## src/rtl/core/chn_pkg.sv

```systemverilog
// Shared types and constants for the character histogram normalizer.
// No dependencies; imported by the top level, chn_front and chn_back.
`default_nettype none
package chn_pkg;

   localparam int MAP_ENTRIES = 256;
   localparam int SUM_W       = 38;
   localparam int COUNT_W     = 16;

   typedef enum logic [1:0] {
      OP_LOAD = 2'd0,
      OP_TEXT = 2'd1,
      OP_EMIT = 2'd2
   } op_type;

   typedef enum logic [1:0] {
      REG_VOCAB_SIZE = 2'd0,
      REG_UNK_ENABLE = 2'd1,
      REG_UNK_BIN    = 2'd2
   } reg_index_type;

   typedef enum logic [3:0] {
      ST_IDLE,
      ST_TXT_MAP,
      ST_TXT_CNT,
      ST_SUM_RD,
      ST_SUM_MUL,
      ST_SUM_ACC,
      ST_EM_RD,
      ST_EM_MUL,
      ST_DIV,
      ST_SQRT,
      ST_OUT
   } state_type;

   typedef struct packed {
      op_type     op;
      logic [7:0] byte_value;
      logic [6:0] table_bin;
   } item_type;

   typedef struct packed {
      logic [6:0] vocab_size;
      logic       unknown_enable;
      logic [5:0] unknown_bin;
   } cfg_type;

   typedef struct packed {
      state_type  st;
      logic       sum_zero;
      logic [6:0] n_eff;
   } status_type;

endpackage
`default_nettype wire

```

## src/rtl/core/char_histogram_l2_normalizer.sv

```systemverilog
// Top level of the character histogram normalizer: registers, front, back.
// Depends on chn_pkg, chn_front, chn_back.
//
//  channel  prefix  dir  handshake        payload
//  request  req_    in   valid/ready      operation, byte_value, table_bin
//  result   rsp_    out  valid/ready      bin_number, norm_value, last_of_run
//  config   csr_    in   valid/ready      index, wdata
//
// Load: written to the map RAM by the back end; text byte: map RAM read, then count RAM update.
// End of text: per bin a read, square and add for the sum, then per bin a read and square,
// 64 divider steps and 16 square-root steps, plus output waits.
// Synchronous reset; map and count entries read as their reset values until written.
// A two-item queue lets requests enter while the back end works or the result stalls.
`default_nettype none
module char_histogram_l2_normalizer #(
   parameter int MAX_BINS = 64
) (
   input  wire logic              clock,
   input  wire logic              reset,
   input  wire logic              req_valid,
   output      logic              req_ready,
   input  wire logic [1:0]        req_operation,
   input  wire logic [7:0]        req_byte_value,
   input  wire logic signed [6:0] req_table_bin,
   output      logic              rsp_valid,
   input  wire logic              rsp_ready,
   output      logic [5:0]        rsp_bin_number,
   output      logic [15:0]       rsp_norm_value,
   output      logic              rsp_last_of_run,
   input  wire logic              csr_valid,
   output      logic              csr_ready,
   input  wire logic [1:0]        csr_index,
   input  wire logic [6:0]        csr_wdata
);
   import chn_pkg::*;

   cfg_type    cfg_ff, cfg_in;
   logic       q_valid, q_pop;
   item_type   q_item;
   status_type stat;

   assign csr_ready = 1'b1;

   always_comb begin
      cfg_in = cfg_ff;
      if (csr_valid) begin
         case (csr_index)
            REG_VOCAB_SIZE: cfg_in.vocab_size     = csr_wdata;
            REG_UNK_ENABLE: cfg_in.unknown_enable = csr_wdata[0];
            REG_UNK_BIN:    cfg_in.unknown_bin    = csr_wdata[5:0];
            default: ;
         endcase
      end
   end

   always_ff @(posedge clock) begin
      if (reset) begin
         cfg_ff <= '{vocab_size: 7'd64, unknown_enable: 1'b0, unknown_bin: 6'd0};
      end else begin
         cfg_ff <= cfg_in;
      end
   end

   chn_front u_front (
      .clock(clock), .reset(reset),
      .req_valid(req_valid), .req_ready(req_ready), .req_operation(req_operation),
      .req_byte_value(req_byte_value), .req_table_bin(req_table_bin),
      .q_valid(q_valid), .q_item(q_item), .q_pop(q_pop));

   chn_back #(.MAX_BINS(MAX_BINS)) u_back (
      .clock(clock), .reset(reset),
      .q_valid(q_valid), .q_item(q_item), .q_pop(q_pop), .cfg(cfg_ff),
      .rsp_valid(rsp_valid), .rsp_ready(rsp_ready), .rsp_bin_number(rsp_bin_number),
      .rsp_norm_value(rsp_norm_value), .rsp_last_of_run(rsp_last_of_run),
      .stat(stat));

`ifndef SYNTHESIS
   a_div_nonzero: assert property (@(posedge clock) disable iff (reset)
      stat.st == ST_DIV |-> !stat.sum_zero)
      else $error("divider running with zero sum");
   a_last_bin: assert property (@(posedge clock) disable iff (reset)
      rsp_valid && rsp_last_of_run |-> rsp_bin_number == 6'(stat.n_eff - 7'd1))
      else $error("last item not on final bin");
   a_sqrt_after_div: assert property (@(posedge clock) disable iff (reset)
      stat.st == ST_SQRT && $past(stat.st) != ST_SQRT |-> $past(stat.st) == ST_DIV)
      else $error("square root entered without division");
`endif
endmodule
`default_nettype wire

```

## src/rtl/core/chn_ram.sv

```systemverilog
// Generic single-write, single-read RAM with registered read data.
// No dependencies.
`default_nettype none
module chn_ram #(
   parameter int WIDTH = 8,
   parameter int DEPTH = 16
) (
   input  wire logic                     clock,
   input  wire logic                     wr_en,
   input  wire logic [$clog2(DEPTH)-1:0] wr_addr,
   input  wire logic [WIDTH-1:0]         wr_data,
   input  wire logic [$clog2(DEPTH)-1:0] rd_addr,
   output      logic [WIDTH-1:0]         rd_data
);
   logic [WIDTH-1:0] mem_ff [DEPTH];

   always_ff @(posedge clock) begin
      if (wr_en) begin
         mem_ff[wr_addr] <= wr_data;
      end
      rd_data <= mem_ff[rd_addr];
   end
endmodule
`default_nettype wire

```

## src/rtl/core/chn_front.sv

```systemverilog
// Front end: accepts request items, decodes the operation, queues those with a known operation.
// Depends on chn_pkg.
`default_nettype none
module chn_front (
   input  wire logic              clock,
   input  wire logic              reset,
   input  wire logic              req_valid,
   output      logic              req_ready,
   input  wire logic [1:0]        req_operation,
   input  wire logic [7:0]        req_byte_value,
   input  wire logic signed [6:0] req_table_bin,
   output      logic              q_valid,
   output      chn_pkg::item_type q_item,
   input  wire logic              q_pop
);
   import chn_pkg::*;

   item_type   ent_ff [2];
   logic       wr_ptr_ff, wr_ptr_in;
   logic       rd_ptr_ff, rd_ptr_in;
   logic [1:0] cnt_ff, cnt_in;
   logic       push;
   logic       known;
   item_type   new_item;

   always_comb begin
      unique case (req_operation)
         OP_LOAD, OP_TEXT, OP_EMIT: known = 1'b1;
         default:                   known = 1'b0;
      endcase
   end

   assign new_item  = '{op: op_type'(req_operation), byte_value: req_byte_value,
                        table_bin: req_table_bin};
   assign req_ready = (cnt_ff != 2'd2);
   assign push      = req_valid && req_ready && known;
   assign q_valid   = (cnt_ff != 2'd0);
   assign q_item    = ent_ff[rd_ptr_ff];

   always_comb begin
      wr_ptr_in = push ? ~wr_ptr_ff : wr_ptr_ff;
      rd_ptr_in = (q_pop && q_valid) ? ~rd_ptr_ff : rd_ptr_ff;
      cnt_in    = cnt_ff + 2'(push) - 2'(q_pop && q_valid);
   end

   always_ff @(posedge clock) begin
      if (reset) begin
         wr_ptr_ff <= 1'b0;
         rd_ptr_ff <= 1'b0;
         cnt_ff    <= 2'd0;
      end else begin
         wr_ptr_ff <= wr_ptr_in;
         rd_ptr_ff <= rd_ptr_in;
         cnt_ff    <= cnt_in;
      end
      if (push) begin
         ent_ff[wr_ptr_ff] <= new_item;
      end
   end
endmodule
`default_nettype wire

```

## src/rtl/core/chn_back.sv

```systemverilog
// Back end: byte map, bin counts, sum of squares, divider and square root.
// Depends on chn_pkg and chn_ram.
`default_nettype none
module chn_back #(
   parameter int MAX_BINS = 64
) (
   input  wire logic                clock,
   input  wire logic                reset,
   input  wire logic                q_valid,
   input  wire chn_pkg::item_type   q_item,
   output      logic                q_pop,
   input  wire chn_pkg::cfg_type    cfg,
   output      logic                rsp_valid,
   input  wire logic                rsp_ready,
   output      logic [5:0]          rsp_bin_number,
   output      logic [15:0]         rsp_norm_value,
   output      logic                rsp_last_of_run,
   output      chn_pkg::status_type stat
);
   import chn_pkg::*;

   localparam int BIN_W = $clog2(MAX_BINS);
   localparam int CNT_W = $clog2(MAX_BINS + 1);

   state_type             st_ff, st_in;
   logic [CNT_W-1:0]      k_ff, k_in;
   logic [5:0]            step_ff, step_in;
   logic [SUM_W-1:0]      sum_ff, sum_in;
   logic [31:0]           sq_ff, sq_in;
   logic [63:0]           dvd_ff, dvd_in;
   logic [SUM_W-1:0]      rem_ff, rem_in;
   logic [15:0]           root_ff, root_in;
   logic [17:0]           srem_ff, srem_in;
   logic [15:0]           res_ff, res_in;
   logic [BIN_W-1:0]      addr_ff, addr_in;
   logic [7:0]            map_addr_ff, map_addr_in;
   logic [MAX_BINS-1:0]   cnt_vld_ff, cnt_vld_in;
   logic [MAP_ENTRIES-1:0] map_vld_ff, map_vld_in;
   logic                  rsp_valid_ff, rsp_valid_in;
   logic [5:0]            rsp_bin_ff, rsp_bin_in;
   logic [15:0]           rsp_norm_ff, rsp_norm_in;
   logic                  rsp_last_ff, rsp_last_in;

   logic [CNT_W-1:0]      n_eff;
   logic [6:0]            map_rdata, map_e;
   logic [COUNT_W-1:0]    cnt_rdata, cnt_c;
   logic                  map_we, cnt_we;
   logic [COUNT_W-1:0]    cnt_wdata;
   logic [BIN_W-1:0]      cnt_raddr;
   logic                  hit;
   logic [BIN_W-1:0]      target;
   logic [SUM_W:0]        rem_sh;
   logic                  div_ge;
   logic [19:0]           srem_sh, trial;
   logic                  sq_ge;
   logic                  out_free, last_k;

   chn_ram #(.WIDTH(7), .DEPTH(MAP_ENTRIES)) u_map (
      .clock(clock), .wr_en(map_we), .wr_addr(q_item.byte_value),
      .wr_data(q_item.table_bin), .rd_addr(q_item.byte_value), .rd_data(map_rdata));

   chn_ram #(.WIDTH(COUNT_W), .DEPTH(MAX_BINS)) u_cnt (
      .clock(clock), .wr_en(cnt_we), .wr_addr(addr_ff), .wr_data(cnt_wdata),
      .rd_addr(cnt_raddr), .rd_data(cnt_rdata));

   always_comb begin
      if (cfg.vocab_size == 7'd0) begin
         n_eff = CNT_W'(1);
      end else if (cfg.vocab_size > 7'(MAX_BINS)) begin
         n_eff = CNT_W'(MAX_BINS);
      end else begin
         n_eff = CNT_W'(cfg.vocab_size);
      end
   end

   assign map_e  = map_vld_ff[map_addr_ff] ? map_rdata : 7'h7F;
   assign cnt_c  = cnt_vld_ff[addr_ff] ? cnt_rdata : '0;
   assign last_k = (k_ff + CNT_W'(1)) == n_eff;
   assign out_free = !rsp_valid_ff || rsp_ready;

   always_comb begin
      if (!map_e[6]) begin
         hit    = 7'(map_e[5:0]) < 7'(n_eff);
         target = BIN_W'(map_e[5:0]);
      end else begin
         hit    = cfg.unknown_enable && (7'(cfg.unknown_bin) < 7'(n_eff));
         target = BIN_W'(cfg.unknown_bin);
      end
   end

   assign rem_sh  = {rem_ff, dvd_ff[63]};
   assign div_ge  = rem_sh >= {1'b0, sum_ff};
   assign srem_sh = {srem_ff, dvd_ff[31:30]};
   assign trial   = {2'b00, root_ff, 2'b01};
   assign sq_ge   = srem_sh >= trial;

   // next state
   always_comb begin
      st_in = st_ff;
      unique case (st_ff)
         ST_IDLE: begin
            if (q_valid) begin
               case (q_item.op)
                  OP_TEXT: st_in = ST_TXT_MAP;
                  OP_EMIT: st_in = ST_SUM_RD;
                  default: st_in = ST_IDLE;
               endcase
            end
         end
         ST_TXT_MAP: st_in = hit ? ST_TXT_CNT : ST_IDLE;
         ST_TXT_CNT: st_in = ST_IDLE;
         ST_SUM_RD:  st_in = ST_SUM_MUL;
         ST_SUM_MUL: st_in = ST_SUM_ACC;
         ST_SUM_ACC: st_in = last_k ? ST_EM_RD : ST_SUM_RD;
         ST_EM_RD:   st_in = ST_EM_MUL;
         ST_EM_MUL:  st_in = (sum_ff == '0) ? ST_OUT : ST_DIV;
         ST_DIV: begin
            if (step_ff == 6'd63) begin
               st_in = dvd_in[32] ? ST_OUT : ST_SQRT;
            end
         end
         ST_SQRT:    st_in = (step_ff[3:0] == 4'd15) ? ST_OUT : ST_SQRT;
         ST_OUT: begin
            if (out_free) begin
               st_in = last_k ? ST_IDLE : ST_EM_RD;
            end
         end
         default:    st_in = ST_IDLE;
      endcase
   end

   // datapath and outputs
   always_comb begin
      k_in         = k_ff;
      step_in      = step_ff;
      sum_in       = sum_ff;
      sq_in        = sq_ff;
      dvd_in       = dvd_ff;
      rem_in       = rem_ff;
      root_in      = root_ff;
      srem_in      = srem_ff;
      res_in       = res_ff;
      addr_in      = addr_ff;
      map_addr_in  = map_addr_ff;
      cnt_vld_in   = cnt_vld_ff;
      map_vld_in   = map_vld_ff;
      rsp_valid_in = rsp_valid_ff && !rsp_ready;
      rsp_bin_in   = rsp_bin_ff;
      rsp_norm_in  = rsp_norm_ff;
      rsp_last_in  = rsp_last_ff;
      q_pop        = 1'b0;
      map_we       = 1'b0;
      cnt_we       = 1'b0;
      cnt_wdata    = (cnt_c == 16'hFFFF) ? cnt_c : cnt_c + 16'd1;
      cnt_raddr    = addr_ff;
      unique case (st_ff)
         ST_IDLE: begin
            q_pop       = q_valid;
            map_addr_in = q_item.byte_value;
            k_in        = '0;
            sum_in      = '0;
            addr_in     = '0;
            if (q_valid && q_item.op == OP_LOAD) begin
               map_we                          = 1'b1;
               map_vld_in[q_item.byte_value]   = 1'b1;
            end
         end
         ST_TXT_MAP: begin
            addr_in   = target;
            cnt_raddr = target;
         end
         ST_TXT_CNT: begin
            cnt_we           = 1'b1;
            cnt_vld_in[addr_ff] = 1'b1;
         end
         ST_SUM_RD, ST_EM_RD: begin
            addr_in   = BIN_W'(k_ff);
            cnt_raddr = BIN_W'(k_ff);
         end
         ST_SUM_MUL: sq_in = cnt_c * cnt_c;
         ST_SUM_ACC: begin
            sum_in = sum_ff + SUM_W'(sq_ff);
            k_in   = last_k ? '0 : k_ff + CNT_W'(1);
         end
         ST_EM_MUL: begin
            dvd_in  = {32'(cnt_c) * 32'(cnt_c), 32'd0};
            rem_in  = '0;
            step_in = '0;
            res_in  = '0;
         end
         ST_DIV: begin
            rem_in  = div_ge ? SUM_W'(rem_sh - {1'b0, sum_ff}) : SUM_W'(rem_sh);
            dvd_in  = {dvd_ff[62:0], div_ge};
            step_in = step_ff + 6'd1;
            srem_in = '0;
            root_in = '0;
            if (step_ff == 6'd63) begin
               step_in = '0;
               res_in  = 16'hFFFF;
            end
         end
         ST_SQRT: begin
            srem_in = sq_ge ? 18'(srem_sh - trial) : 18'(srem_sh);
            root_in = {root_ff[14:0], sq_ge};
            dvd_in  = {dvd_ff[61:0], 2'b00};
            step_in = step_ff + 6'd1;
            res_in  = root_in;
         end
         ST_OUT: begin
            if (out_free) begin
               rsp_valid_in = 1'b1;
               rsp_bin_in   = 6'(k_ff);
               rsp_norm_in  = res_ff;
               rsp_last_in  = last_k;
               k_in         = k_ff + CNT_W'(1);
               if (last_k) begin
                  cnt_vld_in = '0;
               end
            end
         end
         default: ;
      endcase
   end

   always_ff @(posedge clock) begin
      if (reset) begin
         st_ff        <= ST_IDLE;
         cnt_vld_ff   <= '0;
         map_vld_ff   <= '0;
         rsp_valid_ff <= 1'b0;
      end else begin
         st_ff        <= st_in;
         cnt_vld_ff   <= cnt_vld_in;
         map_vld_ff   <= map_vld_in;
         rsp_valid_ff <= rsp_valid_in;
      end
      k_ff        <= k_in;
      step_ff     <= step_in;
      sum_ff      <= sum_in;
      sq_ff       <= sq_in;
      dvd_ff      <= dvd_in;
      rem_ff      <= rem_in;
      root_ff     <= root_in;
      srem_ff     <= srem_in;
      res_ff      <= res_in;
      addr_ff     <= addr_in;
      map_addr_ff <= map_addr_in;
      rsp_bin_ff  <= rsp_bin_in;
      rsp_norm_ff <= rsp_norm_in;
      rsp_last_ff <= rsp_last_in;
   end

   assign rsp_valid       = rsp_valid_ff;
   assign rsp_bin_number  = rsp_bin_ff;
   assign rsp_norm_value  = rsp_norm_ff;
   assign rsp_last_of_run = rsp_last_ff;
   assign stat = '{st: st_ff, sum_zero: (sum_ff == '0), n_eff: 7'(n_eff)};
endmodule
`default_nettype wire
```

## config.mk

```make
export PLATFORM = sky130hd
export DESIGN_NAME = char_histogram_l2_normalizer
export DESIGN_NICKNAME = d
export VERILOG_FILES = /design/src/rtl/core/chn_pkg.sv /design/src/rtl/core/char_histogram_l2_normalizer.sv /design/src/rtl/core/chn_ram.sv /design/src/rtl/core/chn_front.sv /design/src/rtl/core/chn_back.sv
export SDC_FILE = /design/constraint.sdc
export NUM_CORES = 2
export LEC_CHECK = 0
export BUFFER_PORTS_ARGS = -buffer_cell sky130_fd_sc_hd__buf_2
export CAP_MARGIN = 10
export CORE_ASPECT_RATIO = 0.9
export CORE_MARGIN = 10
export CORE_UTILIZATION = 42
export CTS_BUF_LIST = sky130_fd_sc_hd__clkbuf_4 sky130_fd_sc_hd__clkbuf_8 sky130_fd_sc_hd__clkbuf_16
export DETAILED_ROUTE_END_ITERATION = 8
export GPL_TIMING_DRIVEN = 0
export SYNTH_ARGS = -nofsm -noshare
export SYNTH_HDL_FRONTEND = slang
export SYNTH_HIERARCHICAL = 1
export SYNTH_SLANG_ARGS = --single-unit
export TNS_END_PERCENT = 100
```

## constraint.sdc

```tcl
create_clock -name clock -period 22.3 [get_ports clock]
set_input_delay 4.46 -clock clock [delete_from_list [all_inputs] [get_ports clock]]
set_output_delay 4.46 -clock clock [all_outputs]
set_load 0.01 [all_outputs]
```

== Word level (Yosys, flattened, before mapping) ==
Memories as Yosys holds them, arrays and structs flattened. A register that Yosys moved wholly into a read port is not among the register bits.
Cells that the tools add are included.
Word-level totals
  register bits: 615
  bits in writable memories: 2850
  output and inout port bits: 26
  word-level logic and storage cells: 172
  memories kept: 3
Cells by class
  $add $sub $neg: 8
  multiply operators: 1
  magnitude comparators: 10
  equal/unequal tests: 25
  multiplexer cells: 60
  bitwise gates (word level): 4
  reductions and logical operators: 36
Memory list
  u_back.u_map.mem_ff: words 256, bits a word 7, rd ports 1, clocked after Yosys merged registers in 1, write ports 1, line chn_ram.sv:15  | logic [WIDTH-1:0] mem_ff [DEPTH];
  u_back.u_cnt.mem_ff: words 64, bits a word 16, rd ports 1, clocked after Yosys merged registers in 1, write ports 1, line chn_ram.sv:15
  u_front.ent_ff: words 2, bits a word 17, rd ports 1, clocked after Yosys merged registers in 1, write ports 1, line chn_front.sv:18  | item_type ent_ff [2];
Operators with widths (number)
  $or A256 B256 Y256: 1
  $pmux W64 S3: 1
  $pmux W38 S2: 2
  $mux W64: 2
  $pmux W64 S2: 1
  $or A64 B64 Y64: 1
  $mux W16: 3
  $pmux W16 S3: 1
  $pmux W4 S10: 1
  $ge A39 B38 Y1: 1
  $add A38 B32 Y38: 1
  $logic_not A38 Y1: 1
  $mux W38: 1
  $sub A38 B38 Y38: 1
  $pmux W18 S2: 1
  $pmux W6 S3: 2
  $mux W7: 5
  $mul A16 B16 Y32: 1
  $pmux W16 S2: 1
  $pmux W7 S3: 1
  $ge A20 B18 Y1: 1
  $mux W1: 20
  $lt A8 B9 Y1 const B: 2
  $mux W18: 1
  other kinds (45): 91

== Logic depth before layout (Yosys ltp) ==
  word-level depth: 8
  depth in mapped cells: 35

== By module ==
The synthesis kept the hierarchy.
Modules (own cells, without submodules)
  chn_ram (u_back.u_map): instances 1, cells an instance 3381, area an instance 70197.3 um^2, sequential area each 53951.7 um^2
  chn_ram (u_back.u_cnt): instances 1, cells an instance 1829, area an instance 40042.2 um^2, sequential area each 31069.8 um^2
  chn_back: instances 1, cells an instance 3855, area an instance 37054.3 um^2, sequential area each 14634.0 um^2
  chn_front: instances 1, cells an instance 84, area an instance 1498.9 um^2, sequential area each 1121.1 um^2
  char_histogram_l2_normalizer: instances 1, cells an instance 58, area an instance 608.1 um^2, sequential area each 280.3 um^2

== Least setup slack after synthesis ==
No wires, ideal clock.
  path type: reg-to-reg
  from: register u_back.addr_ff[0]
  to: register u_back.dvd_ff[62], data pin
  arrival time: 7.774 ns
  data required time: 22.037 ns
  slack: 14.263 ns
  cell stages (with the launch flop): 34
  buffers on the path: 4
  clock period less this slack: 8.037 ns
  cell sequence: edfxtp_1 buf_2 buf_2 mux4_2 a32oi_1 o211ai_1 nand4b_1 clkbuf_1 and2_1 buf_1 nand2_1 inv_1 fa_1 inv_1 fa_1 inv_1 fa_1 inv_1 fa_1 inv_1 fa_1 inv_1 fa_1 inv_1 ha_1 nand4_1 a211oi_1 a21oi_1 a21oi_1 a21oi_1 a211oi_1 a31oi_1 xnor2_1 o2bb2ai_1
On the way
  longest elaborated chain between the ends: 5
Ends and longest elaborated chain
  from (decl): line chn_back.sv:35  | logic [BIN_W-1:0] addr_ff, addr_in;
  from (signal assigned): line chn_back.sv:246  | addr_ff <= addr_in;
  $bmux W1 S6: line chn_back.sv:77  | assign cnt_c = cnt_vld_ff[addr_ff] ? cnt_rdata : '0;
  $mux W1 (not written as such): line chn_back.sv:77
  $mux W16: line chn_back.sv:77
  $mul A16 B16 Y32: line chn_back.sv:186  | dvd_in = {32'(cnt_c) * 32'(cnt_c), 32'd0};
  $pmux W64 S3: line chn_back.sv:156  | unique case (st_ff)
  via u_back.dvd_in[62]: line chn_back.sv:30  | logic [63:0] dvd_ff, dvd_in;
  to (signal assigned): line chn_back.sv:241  | dvd_ff <= dvd_in;
  to (decl): line chn_back.sv:30
The timed path passes the listed nets, and every way through them passes these cells. The select of a mux whose other input is x is not followed.
A chain may end at the register's enable or synchronous reset.

== Final worst setup path ==
  from: register u_back.addr_ff[0]
  to: register u_back.dvd_ff[62], data pin
On the way
  longest elaborated chain between the ends: 5
Ends and longest elaborated chain
  $bmux W1 S6: line chn_back.sv:77
  $mux W1 (not written as such): line chn_back.sv:77
  $mux W16: line chn_back.sv:77
  via u_back.cnt_c[0]: line chn_back.sv:46  | logic [COUNT_W-1:0] cnt_rdata, cnt_c;
  $mul A16 B16 Y32: line chn_back.sv:186
  $pmux W64 S3: line chn_back.sv:156
  via u_back.dvd_in[62]: line chn_back.sv:30
The timed path passes the listed nets, and every way through them passes these cells. The select of a mux whose other input is x is not followed.

==> summary.md <==
| Metric | Value |
|---|---|
| Critical R2R Capture | `u_back/dvd_ff[62]` |
| HPWL after DPL | `295000 µm` |
| Startpoint Class | `flip-flop` |
| Hold Startpoint | `u_back/res_ff[8]` |
| Worst Hold Depth | `0` |
| FF-to-FF setup slack | `11.96 ns` |
| Switch Pwr | `5.11 mW` |
| Die Ht | `586 µm` |
| Final Hold Viols | `0` |
| Post-CTS Resized | `0` |
| H-tree Lvls | `5` |
| Area grow syn2layout | `14.3%` |
| Fmax | `0.0967 GHz` |
| Clock power frac | `0.359` |
| TNS Setup | `0 ns` |
| Worst slack, placed | `12.16 ns` |
| Max IR drop VDD | `0.0699 mV` |
| Worst Path Arrival | `11.09 ns` |
| Clock Sinks | `3488` |
| TritonCTS clock tree | `yes` |
| Share of power burned in combinational logic | `0.212` |
| First-pass GRT wire length | `617000 µm` |
| Initial DRC Count | `11900` |
| Rel. slew slack | `0.163` |
| GRT Resource Usage Total | `0.219` |
| Die footprint | `380000 µm²` |
| Syn avg cell area | `16.2 µm²` |
| Cell Int Power | `12.3 mW` |
| Final wirelength | `430000 µm` |
| Reg clk slew, reported paths | `0.06 ns` |
| Worst Path Max Fanout | `10` |
| First-pass DRT Iterations | `7` |
| Fill cells | `29700` |
| Reg power frac | `0.430` |
| Final period utilization | `0.464` |
| Mapped Area | `149000 µm²` |
| Reg2reg start | `u_back/addr_ff[0]` |
| Clk root buf | `clkbuf_16` |
| RSZ-0062 raised after global routing | `false` |
| Worst slew pin tran | `1.22 ns` |
| Final nets | `10200` |
| # rows | `207` |
| Initial antenna violation count | `19` |
| Drt via density | `5.97` |
| Hold Path End | `u_back/rsp_norm_value[8]` |
| R2R depth | `33` |
| Max-cap violations | `0` |
| Final slew viol count | `0` |
| Register area | `101000 µm²` |
| Power per cell area | `102 nW/µm²` |
| Core area | `354000 µm²` |
| Layout cells sized above 1 | `0.186` |
| Crit-path max cell delay | `0.59 ns` |
| Post-CTS Setup Bufs | `0` |
| Final setup vio count | `0` |
| Status | `completed` |
| Pin count of the biggest net entering global routing | `152` |
| Routability Congestion | `0.964` |
| Syn nets | `9598` |
| Num ports | `57` |
| Buffers on Ports | `55` |
| Sw frac | `0.294` |
| Final WS setup | `11.96 ns` |
| Vias | `88400` |
| Data required, critical path | `23.05 ns` |
| Slowest cell on crit path | `edfxtp_1` |
| WL/cell | `29.0 µm` |
| Gr ovfl total | `0` |
| CTS max path bufs | `4` |
| Kind of critical path | `reg2reg` |
| Clock Skew | `0.0627 ns` |
| Fin util | `0.483` |
| Number of global-route vias before repair | `87300` |
| Drc violations | `0` |
| Mapped Cells | `9201` |
| Worst min-delay path class | `reg2reg` |
| Total CTS buffers | `367` |
| Post-DRT Antenna Nets | `0` |
| Multi-input gate area | `44500 µm²` |
| Static leakage power | `57.3 nW` |
| Horiz. Die Dim | `649 µm` |
| Clk_lat worst skew | `0.97 ns` |
| Hold_buf cts | `0` |
| Initial core utilization | `0.422` |
| Min Tclk post-route | `10.34 ns` |
| Yosys warning count | `6` |
| Setup crit end kind | `flip-flop` |
==> worst max path at each step <==
| stage | start | to | slack [ns] | depth (start not counted) |
|---|---|---|---|---|
| floorplan | u_back/addr_ff[0] | u_back/dvd_ff[62] | 14.26 | 33 |
| global placement | u_back/addr_ff[0] | u_back/u_cnt/mem_ff[20][3] | 11.18 | 18 |
| detailed placement | u_back/addr_ff[0] | u_back/dvd_ff[62] | 12.16 | 33 |
| CTS | u_back/addr_ff[0] | u_back/dvd_ff[62] | 12.03 | 33 |
| global route | u_back/addr_ff[0] | u_back/dvd_ff[63] | 11.41 | 33 |
| finish | u_back/addr_ff[0] | u_back/dvd_ff[62] | 11.96 | 33 |
==> flip-flops by register name, indices dropped and copies added, names as in the netlist, 18 cells and up, named ones only <==
name / count
u_back/u_map/mem_ff: 1792
u_back/u_cnt/mem_ff: 1024
u_back/map_vld_ff: 256
u_back/cnt_vld_ff: 64
u_back/dvd_ff: 64
u_back/rem_ff: 38
u_back/sum_ff: 38
u_front/ent_ff: 34
u_back/sq_ff: 31
u_back/srem_ff: 18
==> worst max-delay path: cells and delay by family (launching register included) <==
family                   cells  cell delay, ns
adder cells (fa/ha/maj)      7            3.32
buffers and inverters       10            2.51
AO/OA/AOI/OAI               10            2.25
AND/OR/NAND/NOR              5            1.15
flip-flops                   1            0.59
XOR/XNOR                     1            0.32
==> final cells by class <==
type | instances | area share
Antenna cell | 30 | 0.000440
Buffer | 522 | 0.0178
Clock buffer | 457 | 0.0592
Clock inverter | 224 | 0.0134
Inverter | 345 | 0.00759
Multi-Input combinational cell | 4846 | 0.261
Sequential cell | 3488 | 0.592
Tap cell | 4702 | 0.0345
Timing Repair Buffer | 188 | 0.0144
==> cell usage in the layout, fill, tap and decap left out, types with 76 or more instances in the layout <==
cell	instances
mux4_2	651
clkbuf_1	266
buf_2	157
mux2i_1	370
dfxtp_1	368
nand2_1	346
nor2b_1	78
a21oi_1	485
inv_1	341
nor2_1	817
xnor2_1	76
nor3_1	135
buf_8	85
fa_1	165
nand3_1	140
ha_1	201
o21ai_0	138
a22oi_1	117
clkbuf_16	374
edfxtp_1	3120
==> per-layer routing <==
layer	track usage	vias to the layer above	part of all wire
met4	0.0724	6	0.036
met1	0.306	45900	0.41
met5	0	-	0.00013
met2	0.335	4778	0.45
met3	0.0570	819	0.11
li1	-	37000	-
==> stage by stage <==
stage               total power, mW  hold WS, ns  cells  cell area (µm²)
global placement               11.2        0.407  14000           156000
floorplan                      9.81        0.400   9201           149000
finish                         17.4        0.394  14800           171000
CTS                            17.4        0.391  14800           171000
global route                   17.9        0.405  14800           171000
detailed placement             11.2        0.408  14100           158000
==> power groups by stage <==
stage / Sequential [mW] / Clock [mW] / Combinational, mW
final: 7.46 / 6.24 / 3.68
after detailed placement: 7.60 / 0 / 3.59
after floorplan: 7.59 / 0 / 2.22
after global placement: 7.71 / 0 / 3.46
after global routing: 7.47 / 6.61 / 3.86
after CTS: 7.46 / 6.34 / 3.61
No activity file was read; power rests on OpenSTA's default activity.
